<file path="src/design/slru_pkg.sv">
// Shared types for the set-associative LRU cache model.
package slru_pkg;

    // Controller states, one-hot
    typedef enum logic [2:0] {
        S_CLEAR = 3'b001,
        S_IDLE  = 3'b010,
        S_LOOK  = 3'b100
    } t_state;

    // Outcome of one set lookup
    typedef struct packed {
        logic hit;
        logic evicted;
    } t_lookup;

endpackage

</file>
<file path="src/design/slru_set_update.sv">
// Tag compare, LRU victim choice and rank update for one cache set.
module slru_set_update #(
    parameter int NUM_WAYS = 4,
    parameter int TAG_W    = 23,
    parameter int RANK_W   = 2
) (
    input  logic [NUM_WAYS-1:0]             i_valid,
    input  logic [NUM_WAYS-1:0][RANK_W-1:0] i_rank,
    input  logic [NUM_WAYS-1:0][TAG_W-1:0]  i_tag,
    input  logic [TAG_W-1:0]                i_look_tag,
    output logic [NUM_WAYS-1:0]             o_valid,
    output logic [NUM_WAYS-1:0][RANK_W-1:0] o_rank,
    output logic [NUM_WAYS-1:0][TAG_W-1:0]  o_tag,
    output slru_pkg::t_lookup               o_res
);

    localparam int WAY_IW = (NUM_WAYS > 1) ? $clog2(NUM_WAYS) : 1;

    always_comb begin
        logic              hit_f;
        logic              free_f;
        logic              lru_f;
        logic [WAY_IW-1:0] hit_w;
        logic [WAY_IW-1:0] free_w;
        logic [WAY_IW-1:0] lru_w;
        logic [WAY_IW-1:0] tgt_w;
        logic [RANK_W:0]   limit;

        hit_f  = 1'b0;
        free_f = 1'b0;
        lru_f  = 1'b0;
        hit_w  = '0;
        free_w = '0;
        lru_w  = '0;

        // parallel compare over the ways; last match wins, first free wins
        for (int w = 0; w < NUM_WAYS; w++) begin
            if (i_valid[w]) begin
                if (i_tag[w] == i_look_tag) begin
                    hit_f = 1'b1;
                    hit_w = WAY_IW'(w);
                end
                if (i_rank[w] == RANK_W'(NUM_WAYS - 1)) begin
                    lru_f = 1'b1;
                    lru_w = WAY_IW'(w);
                end
            end else if (!free_f) begin
                free_f = 1'b1;
                free_w = WAY_IW'(w);
            end
        end

        // aging limit and the way that becomes most recent
        if (hit_f) begin
            limit = {1'b0, i_rank[hit_w]};
            tgt_w = hit_w;
        end else if (free_f) begin
            limit = (RANK_W+1)'(NUM_WAYS);
            tgt_w = free_w;
        end else begin
            limit = (RANK_W+1)'(NUM_WAYS - 1);
            tgt_w = lru_f ? lru_w : '0;
        end

        o_valid = i_valid;
        o_tag   = i_tag;
        o_rank  = i_rank;
        for (int w = 0; w < NUM_WAYS; w++) begin
            if (i_valid[w] && ({1'b0, i_rank[w]} < limit)) begin
                o_rank[w] = i_rank[w] + RANK_W'(1);
            end
        end

        o_valid[tgt_w] = 1'b1;
        o_tag[tgt_w]   = i_look_tag;
        o_rank[tgt_w]  = '0;

        o_res.hit     = hit_f;
        o_res.evicted = !hit_f && !free_f;
    end

endmodule

</file>
<file path="config.mk">
export PLATFORM = sky130hd
export DESIGN_NAME = slru_set_update
export DESIGN_NICKNAME = d
export VERILOG_FILES = /design/src/design/slru_pkg.sv /design/src/design/slru_set_update.sv
export SDC_FILE = /design/constraint.sdc
export NUM_CORES = 1
export LEC_CHECK = 0
export ABC_AREA = 1
export BUFFER_PORTS_ARGS = -buffer_cell sky130_fd_sc_hd__buf_2
export CAP_MARGIN = 5
export CORE_ASPECT_RATIO = 0.75
export CORE_MARGIN = 3
export CORE_UTILIZATION = 44
export DETAILED_ROUTE_END_ITERATION = 8
export GPL_TIMING_DRIVEN = 0
export PLACE_DENSITY_LB_ADDON = 0.2
export SYNTH_ARGS = -nofsm -noshare
export SYNTH_HDL_FRONTEND = slang
export SYNTH_SLANG_ARGS = --single-unit
</file>
<file path="constraint.sdc">
create_clock -name vclk -period 2.7
set_input_delay 0.135 -clock vclk [all_inputs]
set_output_delay 0.135 -clock vclk [all_outputs]
set_load 0.1 [all_outputs]
</file>
==> results.json, run 1 <==
{
  "postGrtWorstEndpoint": "o_rank[4]",
  "synthAdderAreaFrac_pct": 3.11,
  "start_util_pct": 46.3,
  "gp_congestion": 1.01,
  "synth_compound_area_share_pct": 21.1,
  "error_line": "[ERROR DPL-0038] Utilization greater than 100%, impossible to legalize",
  "io_buffers": 230,
  "synth-xor-area-share_pct": 2.45,
  "worstEpCategory": "primary output",
  "synth-simple-area-share_pct": 54.0,
  "io_pins": 233,
  "synth_nets": 865,
  "synth_top_family_by_area": "simple AND/OR/NAND/NOR gates",
  "ys_seq_area_share_pct": 0,
  "syn_inst": 730,
  "rows": 26,
  "lastStage": "global routing (5_1_grt)",
  "dp_hpwl_mm": 14.3,
  "cts_hold_buf": 0,
  "grt_max_degree": 11,
  "netlist_area_um2": 3220,
  "die_h_um": 80.1,
  "synth_warnings": 0,
  "synth_mux_area_share_pct": 0,
  "syn_avg_cell_area_um2": 4.41,
  "status": "aborted with a tool error",
  "synth.distinct_cells": 29,
  "fp.dieW_um": 105
}
[kinds of logic after synthesis]
| kind of cell | Yosys count |
|---|---|
| buf+inv | 148 |
| xor+xnor | 9 |
| compound gates | 124 |
| simple gates | 441 |
| fa+ha+maj | 8 |
[Yosys cell counts, types with 2 or more instances]
cell type / n / area (um^2)
o22ai_1: 11 / 68.8
ha_1: 8 / 100
o21ai_2: 9 / 78.8
buf_6: 6 / 67.6
o21ai_0: 63 / 315
nand3b_1: 2 / 15.0
nand2_2: 2 / 12.5
buf_2: 13 / 65.1
buf_4: 2 / 15.0
inv_1: 101 / 379
or2_2: 2 / 12.5
nand2_1: 333 / 1250
o21ai_1: 37 / 185
nor2_4: 2 / 22.5
xnor2_1: 8 / 70.1
nor2_1: 75 / 282
nand3_1: 12 / 60.1
nor3_1: 4 / 20.0
nand4_1: 6 / 37.5
inv_2: 25 / 93.8
[per-stage QoR]
step / setup WS, ns / cell area (um^2) / utilization, % / hold slack (ns) / cells
2_1_floorplan: -0.441 / 3530 / - / 0.556 / 730
3_3_place_gp: -0.528 / 4800 / 69.0 / 0.763 / 1058
3_5_place_dp: -0.545 / 4800 / 69.0 / 0.765 / 1058
4_1_cts: -0.0409 / 5340 / 76.7 / 0.700 / 1066
[timing repair]
| item | 4_1_cts |
|---|---|
| buffers inserted | 8 |
| setup endpoints to repair | 101 |
| gates resized for setup | 148 |
| pin swaps | 26 |
==> run 2: changes to the inputs <==
--- a/config.mk
+++ b/config.mk
@@ -8,12 +8,11 @@
 export ABC_AREA = 1
 export BUFFER_PORTS_ARGS = -buffer_cell sky130_fd_sc_hd__buf_2
 export CAP_MARGIN = 5
-export CORE_ASPECT_RATIO = 0.75
 export CORE_MARGIN = 3
-export CORE_UTILIZATION = 44
+export CORE_UTILIZATION = 30
 export DETAILED_ROUTE_END_ITERATION = 8
 export GPL_TIMING_DRIVEN = 0
-export PLACE_DENSITY_LB_ADDON = 0.2
+export PLACE_DENSITY_LB_ADDON = 0.15
 export SYNTH_ARGS = -nofsm -noshare
 export SYNTH_HDL_FRONTEND = slang
 export SYNTH_SLANG_ARGS = --single-unit
==> run 2 against run 1 <==
Synthesized cell count unchanged. The flow now finishes, with violations (setup timing). Synthesized area is the same.
==> results.json, run 2 <==
{
  "cp.arrival_ns": 2.63,
  "syn_to_final_growth_pct": 117,
  "start_kind": "input pin",
  "grt_max_degree": 11,
  "dp_hpwl_mm": 15.0,
  "grt_antenna_before_repair": 0,
  "yosysMostFrequentCell": "nand2_1",
  "synth.distinct_cells": 29,
  "final_cell_mix": "nand2_1, buf_2, inv_1, buf_12, nor2_1",
  "timing.final.max_slew_violations": 0,
  "vias_per_cell": 5.06,
  "wl_mm": 20.6,
  "synth_nets": 865,
  "rsz0062_at_grt": "true",
  "final_common_cell": "nand2_1",
  "leakage_nw": 3.81,
  "p_per_area_nw_per_um2": 363,
  "rows": 37,
  "criticalPathCategory": "input pin to primary output",
  "failed_checks": "setup timing",
  "seq_area_um2": 0,
  "seq_cells": 0,
  "wl_per_cell_um": 18.3,
  "grt_pass1_vias": 4927,
  "drc": 0,
  "first_pass_iters": 5,
  "synth.area.top_cells": "nand2_1, inv_1, o21ai_0",
  "drt_iter0_drc": 444,
  "fillCellCount": 949,
  "cap_violations": 0,
  "fp.dieW_um": 110,
  "finalCriticalPeriod_ns": 2.76,
  "crit_fanout": 6,
  "maxSlewHeadroom_pct": 67.1,
  "clockBufferCount": 0,
  "synth_area_leader_cell": "nand2_1",
  "clock.fmax_ghz": 0.362,
  "fin_crit_sh_pct": 102,
  "final.setup.worst_slack_ns": -0.0615,
  "total_power_w": 0.00254,
  "gp_congestion": 0.965,
  "core_area_um2": 10400,
  "io_pins": 233,
  "synth.top_cell.area_share_pct": 38.8,
  "vias": 5715,
  "finalHoldViolCount": 0,
  "ys_top_cells_by_count": "nand2_1, inv_1, nor2_1",
  "synth_warnings": 0,
  "syn_inst": 730,
  "antennaDiodeCount": 0,
  "netlist_area_um2": 3220,
  "syn_avg_cell_area_um2": 4.41,
  "grt_usage_pct": 29.0,
  "ir_worst_vdd_v": 0.000233,
  "die_h_um": 110,
  "die-area_um2": 12000,
  "fin_area_um2": 7000,
  "final_nets": 1130,
  "grt_overflow": 0,
  "whs_ns": 0.672,
  "io_buffers": 230,
  "drive_gt1_share_pct": 46.5,
  "required_ns": 2.57,
  "start_util_pct": 31.1,
  "hold_class": "input pin to primary output",
  "ys_seq_area_share_pct": 0,
  "crit_path_end_kind": "primary output",
  "setup_viol": 20,
  "status": "complete, but fails checks",
  "tightest_slew_ns": 0.496,
  "ant_nets": 0,
  "grt_pass1_wl_mm": 26.6,
  "placedInstanceArea_um2": 4850
}
==> run 2: cell counts after synthesis <==
No cell type changed its count.
==> run 2: layout make-up <==
| type | instances | area, um^2 | area share [%] |
|---|---|---|---|
| Buffer | 22 | 275 | 3.93 |
| Inverter | 126 | 517 | 7.38 |
| Multi-Input combinational cell | 582 | 3400 | 48.6 |
| Tap cell | 136 | 170 | 2.43 |
| Timing Repair Buffer | 263 | 2640 | 37.7 |
==> run 2: kinds of logic after synthesis <==
group,synth area share (%)
simple gates,54.0
xor+xnor,2.45
compound gates,21.1
buf+inv,19.4
fa+ha+maj,3.11
==> run 2: final timing paths <==
check                    startpoint   endpoint  slack [ns]  cells past startpoint
worst max-delay path  i_look_tag[3]  o_rank[3]       -0.06                     24
worst min-delay path      i_tag[10]  o_tag[10]        0.67                      4
==> run 2: metal layers <==
layer | up-vias | global-route usage, % | routed length (um) | share of wire (%)
li1 | 2772 | - | - | -
met1 | 2559 | 37.8 | 8270 | 40
met2 | 319 | 48.3 | 9820 | 48
met3 | 65 | 4.70 | 1780 | 8.6
met4 | 0 | 9.88 | 752 | 3.6
met5 | - | 0 | 0 | 0
==> run 2: per-stage QoR <==
step / TNS [ns] / instances / setup WS [ns] / utilization, %
2_1_floorplan: -23.85 / 730 / -0.441 / -
3_3_place_gp: -23.72 / 1096 / -0.536 / 46.8
3_5_place_dp: -26.43 / 1096 / -0.555 / 46.8
4_1_cts: -0.237 / 1102 / -0.0817 / 52.1
5_1_grt: -5.33 / 1129 / -0.265 / 67.5
6_report: -0.424 / 1129 / -0.0615 / 67.5
==> run 2: critical path: stages <==
cell and delay (ns):
buf_8 0.09, clkinvlp_4 0.12, buf_12 0.16, buf_6 0.11, o21ai_2 0.10, nor2_1 0.05, nand2_1 0.10, nor2_2 0.06
nand3_4 0.10, buf_6 0.12, nand2_4 0.07, o221ai_2 0.12, nand2_1 0.08, o21ai_2 0.12, inv_2 0.08, ha_1 0.27
inv_1 0.05, nor2_1 0.03, nand2_1 0.10, nand3_2 0.11, nand2_2 0.09, nand2_2 0.06, nor2_4 0.13, buf_12 0.18
==> run 2: what timing repair did <==
item,in CTS,in global routing
pin swaps,15,26
gates resized for setup,167,342
setup endpoints to repair,104,104
buffers inserted,6,18
hold buffers,0,0
cloned,0,9
==> run 2: where the power goes <==
group / switching [W] / total [W] / internal [W]
Clock: 0 / 0 / 0
Combinational: 0.00176 / 0.00254 / 0.000779
Sequential: 0 / 0 / 0
Power figures use the tool's default switching activity.
